**config.mk**
```make
export PLATFORM = sky130hd
export DESIGN_NAME = rpa_ctrl
export DESIGN_NICKNAME = d
export VERILOG_FILES = /design/src/hdl/rpa_pkg.sv /design/src/hdl/rpa_ctrl.sv
export SDC_FILE = /design/constraint.sdc
export NUM_CORES = 1
export LEC_CHECK = 0
export BUFFER_PORTS_ARGS = -buffer_cell sky130_fd_sc_hd__buf_4
export CAP_MARGIN = 15
export CORE_AREA = 4 4 41 43
export DETAILED_ROUTE_END_ITERATION = 6
export DIE_AREA = 0 0 45 47
export GPL_TIMING_DRIVEN = 0
export PLACE_DENSITY = 0.44
export SYNTH_ARGS = -nofsm -noshare
export SYNTH_HDL_FRONTEND = slang
export SYNTH_SLANG_ARGS = --single-unit
```
**constraint.sdc**
```tcl
create_clock -name clk_i -period 2.85 [get_ports clk_i]
set_input_delay 0.285 -clock clk_i [delete_from_list [all_inputs] [get_ports clk_i]]
set_output_delay 0.285 -clock clk_i [all_outputs]
set_load 0.01 [all_outputs]
```
**src/hdl/rpa_pkg.sv**
```systemverilog
// ----------------------------------------------------------------------------
// rpa_pkg
// Shared types, codes and defaults of the reference-counted page allocator.
// ----------------------------------------------------------------------------
`timescale 1ns / 1ps
`default_nettype none

package rpa_pkg;

  localparam int unsigned MAX_PAGES_DEF  = 32768;
  localparam int unsigned PAGE_SHIFT_DEF = 12;

  localparam int unsigned BASE_W   = 20;
  localparam int unsigned PAGES_W  = 16;
  localparam int unsigned ADDR_W   = 32;
  localparam int unsigned COUNT_W  = 8;
  localparam int unsigned CFG_IDX_W = 1;

  localparam logic [COUNT_W-1:0] COUNT_MAX = 8'd255;

  typedef enum logic [1:0] {
    FN_ALLOC  = 2'd0,
    FN_FREE   = 2'd1,
    FN_ADDREF = 2'd2,
    FN_READ   = 2'd3
  } func_e;

  typedef enum logic [2:0] {
    ST_OK          = 3'd0,
    ST_BAD_ADDR    = 3'd1,
    ST_NO_MEM      = 3'd2,
    ST_DOUBLE_FREE = 3'd3,
    ST_OVERFLOW    = 3'd4
  } status_e;

  typedef enum logic [CFG_IDX_W-1:0] {
    CFG_BASE  = 1'b0,
    CFG_PAGES = 1'b1
  } cfg_reg_e;

  typedef struct packed {
    func_e             func;
    logic [ADDR_W-1:0] page_address;
  } req_t;

  typedef struct packed {
    status_e            status;
    logic [ADDR_W-1:0]  granted_address;
    logic [COUNT_W-1:0] ref_count;
  } rsp_t;

  typedef struct packed {
    logic clr_en;
    logic capture;
    logic look_en;
    logic exec_en;
  } cmd_t;

  typedef struct packed {
    logic clr_last;
    logic out_free;
  } stat_t;

endpackage

`default_nettype wire

```
**src/hdl/rpa_ctrl.sv**
```systemverilog
// ----------------------------------------------------------------------------
// rpa_ctrl
// Sequencer of the allocator: clearing pass, capture, lookup and execute.
// ----------------------------------------------------------------------------
`timescale 1ns / 1ps
`default_nettype none

module rpa_ctrl (
  input  wire logic          clk_i,
  input  wire logic          rst_ni,
  input  wire logic          req_valid_i,
  output logic               req_ready_o,
  input  wire rpa_pkg::stat_t stat_i,
  output rpa_pkg::cmd_t      cmd_o
);

  typedef enum logic [3:0] {
    S_CLEAR = 4'b0001,
    S_IDLE  = 4'b0010,
    S_LOOK  = 4'b0100,
    S_EXEC  = 4'b1000
  } state_e;

  state_e state_q, state_d;
  logic   exec_fire;

  assign exec_fire   = (state_q == S_EXEC) && stat_i.out_free;
  assign req_ready_o = (state_q == S_IDLE) || exec_fire;

  always_comb begin
    cmd_o.clr_en  = (state_q == S_CLEAR);
    cmd_o.capture = req_valid_i && req_ready_o;
    cmd_o.look_en = (state_q == S_LOOK);
    cmd_o.exec_en = exec_fire;
  end

  always_comb begin
    state_d = state_q;
    unique case (state_q)
      S_CLEAR: begin
        if (stat_i.clr_last) state_d = S_IDLE;
      end
      S_IDLE: begin
        if (req_valid_i) state_d = S_LOOK;
      end
      S_LOOK: begin
        state_d = S_EXEC;
      end
      S_EXEC: begin
        if (stat_i.out_free) state_d = req_valid_i ? S_LOOK : S_IDLE;
      end
      default: begin
        state_d = S_CLEAR;
      end
    endcase
  end

  always_ff @(posedge clk_i or negedge rst_ni) begin
    if (!rst_ni) begin
      state_q <= S_CLEAR;
    end else begin
      state_q <= state_d;
    end
  end

endmodule

`default_nettype wire

```
* Word-level counts from Yosys, hierarchy flattened *
Index checks and enable logic that the tools add are counted.

storage, ports and cells
  flip-flop bits (word level) = 4
  bits of input ports = 5
  output and inout bits = 5
  word-level logic and storage cells = 17

cells by class
  equality and inequality tests = 7
  muxes and demuxes = 5
  reductions and logical operators = 4

operator list
  kind                                                              count
  4-bit case mux with 4 select lines                                1
  4-bit 2-to-1 mux                                                  3
  2-bit != test (second input constant)                             3
  4-bit by 1-bit == test with 1-bit output (second input constant)  1
  4-bit by 2-bit == test with 1-bit output (second input constant)  1
  4-bit by 3-bit == test with 1-bit output (second input constant)  1
  4-bit == test (second input constant)                             1
  3-bit 2-to-1 mux                                                  1
  3-bit AND reduction                                               1
  1-bit logical AND                                                 2
  1-bit logical OR                                                  1

* Depth between registers and ports, before layout *
  depth in word-level cells = 4
  gate-level depth with buffers = 4
  mapped depth without buffers = 3

* Worst setup path before layout *
OpenSTA, ideal clock, no wires.

  kind = register to output
  start point = register state_q[3]
  end point = output port cmd_o[2] (netlist name)
  data arrival time = 1191 ps
  required time = 2565 ps
  path slack = 1374 ps
  stages on the path, launching flop included = 5
  path buffers = 1
  cell sequence = dfrtp_1 -> buf_4 -> nand2b_4 -> a211oi_2 -> and2_1

RTL lines
  element                 RTL line        RTL
  from (decl)             rpa_ctrl.sv:24  state_e state_q, state_d;
  from (signal assigned)  rpa_ctrl.sv:62  state_q <= state_d;
  to (decl)               rpa_ctrl.sv:14  output rpa_pkg::cmd_t cmd_o

==> flow_metrics.py <==
metrics = {
    "outcome": {
        "outcome": "finished, final reports clean",
    },
    "die": {
        "rows": 13,
        "initial_utilization_pct": 19.8,
        "dieArea_um2": 2120,
        "core_area_um2": 1300,
        "io_pins": 10,
        "die_height_um": 47,
        "die_width_um": 45,
    },
    "placed_design": {
        "place.gp.congestion": 0.684,
        "dp_hpwl_um": 411,
        "io_buffers": 9,
        "placedCellCount": 48,
    },
    "detailed_routing": {
        "routed_via_density": 4.38,
        "num_vias": 232,
        "routed_wirelength_um": 588,
        "routedWlPerCell_um": 11.1,
        "post-route-drc-count": 0,
        "initialDrtViolationCount": 1,
        "firstDrtPassIters": 2,
        "ant_nets": 0,
    },
    "power": {
        "combPwrFrac_pct": 36.9,
        "leakagePower_nw": 0.170,
        "seqPwrFrac_pct": 37.2,
        "pwr_density_cell_nw_per_um2": 799,
        "ir_drop_mv": 0.323,
        "power.share.clock_pct": 25.9,
        "switching_power_mw": 0.105,
        "netSwitchingFraction_pct": 34.5,
        "internal-power_mw": 0.199,
    },
    "synthesis": {
        "syn_area_um2": 258,
        "synth_cell_types": 17,
        "ys_warn_count": 0,
        "postSynthCellCount": 24,
        "synth-seq-cells": 4,
        "synth_area_per_cell_um2": 10.7,
        "syn_nets": 29,
        "ys_seq_area_share_pct": 39.3,
    },
    "timing": {
        "relSlewSlack_pct": 77.2,
        "hold_violations": 0,
        "fmax_ghz": 0.561,
        "fin_setup_tns_ns": 0,
        "final_max_slew_viol_count": 0,
        "worst_pin_slew_ns": 0.342,
        "finalClockSkew_ns": 0.0108,
        "period_share_pct": 62.6,
        "rsz0062_at_grt": "no",
        "setup_violations": 0,
        "finalWorstPathRequiredPeriod_ns": 1.78,
    },
    "layout": {
        "reg_top3": "state_q: 4 flops",
        "largest_reg_flops": 4,
        "num-fill-cells": 150,
        "top_register": "state_q",
        "antenna_cells": 0,
        "register_area_um2": 101,
        "final_cell_mix": "buf_4 (11), clkbuf_4 (3), dfrtp_1 (3)",
        "multi_input_area_um2": 138,
        "stdcell_count": 53,
        "nNetsFinal": 44,
        "mostFrequentLayoutCell": "buf_4",
        "drive_above_1_share_pct": 47.4,
        "syn_to_final_growth_pct": 47.6,
    },
    "global_route": {
        "grt_start_max_net_pins": 9,
        "grt_pass1_vias": 225,
        "grt_usage_pct": 6.74,
        "antenna_found_initial": 0,
        "grt_pass1_wl_um": 903,
        "gr-total-overflow": 0,
    },
    "setup_path": {
        "path_cells": "nand3b_1, a211oi_2, and2_1, buf_4",
        "cpPeakStageDelay_ns": 0.47,
        "cp_slowest_cell": "dfrtp_1",
        "critPathRequiredTime_ns": 2.57,
        "cp-start-kind": "flop",
        "end_kind": "output pin",
        "arrival_ns": 1.50,
        "r2r-start": "state_q[1]$_DFFE_PN0P_",
        "path_class": "reg2out",
        "critPathMaxFanout": 8,
        "crit_path_start": "state_q[1]$_DFFE_PN0P_",
    },
    "clocking": {
        "clockBufferDepth": 2,
        "cts.clk_slew.worst_paths_ns": 0.04,
        "clk_latency_ns": 0.24,
        "numClockSinks": 4,
        "cts_inserted_buffers": 3,
        "h-tree-depth": 1,
        "cts.repair.resized": 0,
        "cts_root_buffer": "clkbuf_4",
        "cts_tree": "done",
    },
    "hold_path": {
        "hold_class": "in2reg",
        "hp-start": "stat_i[1]",
    },
    "run": {
        "cap_violations": 0,
    },
}
## cells in the mapped netlist
cell type / number / area, um^2
and2_1: 2 / 12.5
nand2b_4: 1 / 13.8
o21ai_0: 2 / 10.0
nand3b_1: 2 / 15.0
nor3_1: 2 / 10.0
a2bb2oi_1: 1 / 8.76
a22o_1: 1 / 8.76
dfstp_2: 1 / 26.3
dfrtp_1: 3 / 75.1
a211oi_2: 1 / 12.5
inv_1: 1 / 3.75
or3b_1: 1 / 8.76
xor2_1: 1 / 8.76
nand2b_1: 1 / 6.26
a211oi_1: 1 / 7.51
nor4b_2: 1 / 15.0
buf_4: 2 / 15.0
## critical path: cells and delay by family, from the launching register on
kind	cells	cell delay, ns
flip-flops	1	0.47
AND/OR/NAND/NOR	2	0.39
AO/OA/AOI/OAI	1	0.28
buffers and inverters	1	0.11
## power groups by stage
stage	sequential, mW	clock (mW)	combinational (mW)
floorplan	0.104	0	0.0735
global placement	0.112	0	0.111
detailed placement	0.113	0	0.112
CTS	0.113	0.0825	0.114
global route	0.117	0.0839	0.123
finish	0.113	0.0788	0.112
## cell families (layout without fill, tap and decap cells)
family	Yosys count	in the layout	synth area share, %
simple gates	10	10	31.6
flops	4	4	39.3
xor+xnor	1	1	3.40
compound gates	6	6	18.4
buf+inv	3	17	7.28
## worst paths after layout
| check | end | depth (start not counted) | slack [ns] |
|---|---|---|---|
| max | cmd_o[2] | 4 | 1.07 |
| min in group asynchronous | state_q[2]$_DFFE_PN0P_ | 2 | 0.37 |
| max in group asynchronous | state_q[0]$_DFFE_PN1P_ | 2 | 2.27 |
| min | state_q[0]$_DFFE_PN1P_ | 2 | 0.20 |
| max reg2reg | state_q[1]$_DFFE_PN0P_ | 3 | 1.64 |
| min reg2reg | state_q[0]$_DFFE_PN1P_ | 1 | 0.55 |
## metrics by stage
stage	setup WS [ns]	power (mW)	hold slack, ns	util, %	area, um^2
final	1.07	0.304	0.200	29.2	380
after global routing	0.964	0.324	0.202	29.2	380
after CTS	1.04	0.309	0.191	29.2	380
after detailed placement	1.31	0.225	0.0826	26.4	344
after global placement	1.32	0.222	0.0807	26.4	344
after floorplan	1.37	0.177	-0.0106	-	258
## layout make-up
type,count,area share (%)
sequential,4,26.6
tap,15,4.93
multi-input combinational,17,36.2
buffer,2,3.95
timing repair buffer,10,20.4
clock buffer,4,6.91
inverter,1,0.987
## per-layer routing
| layer | wire length [um] | up-vias | part of all wire [%] | global-route usage, % |
|---|---|---|---|---|
| li1 | - | 114 | - | - |
| met4 | 0 | 0 | 0 | 8.77 |
| met1 | 265 | 110 | 45 | 6.67 |
| met3 | 20 | 0 | 3.4 | 2.30 |
| met5 | 0 | - | 0 | 0 |
| met2 | 301 | 8 | 51 | 9.89 |
## what timing repair did
action / CTS / global route
setup endpoints to repair: 0 / 0
setup buffers: 0 / 0
endpoints found under the hold margin: 3 / 0
hold buffers: 1 / 0
Note: power is estimated with default switching activity, not from simulation.
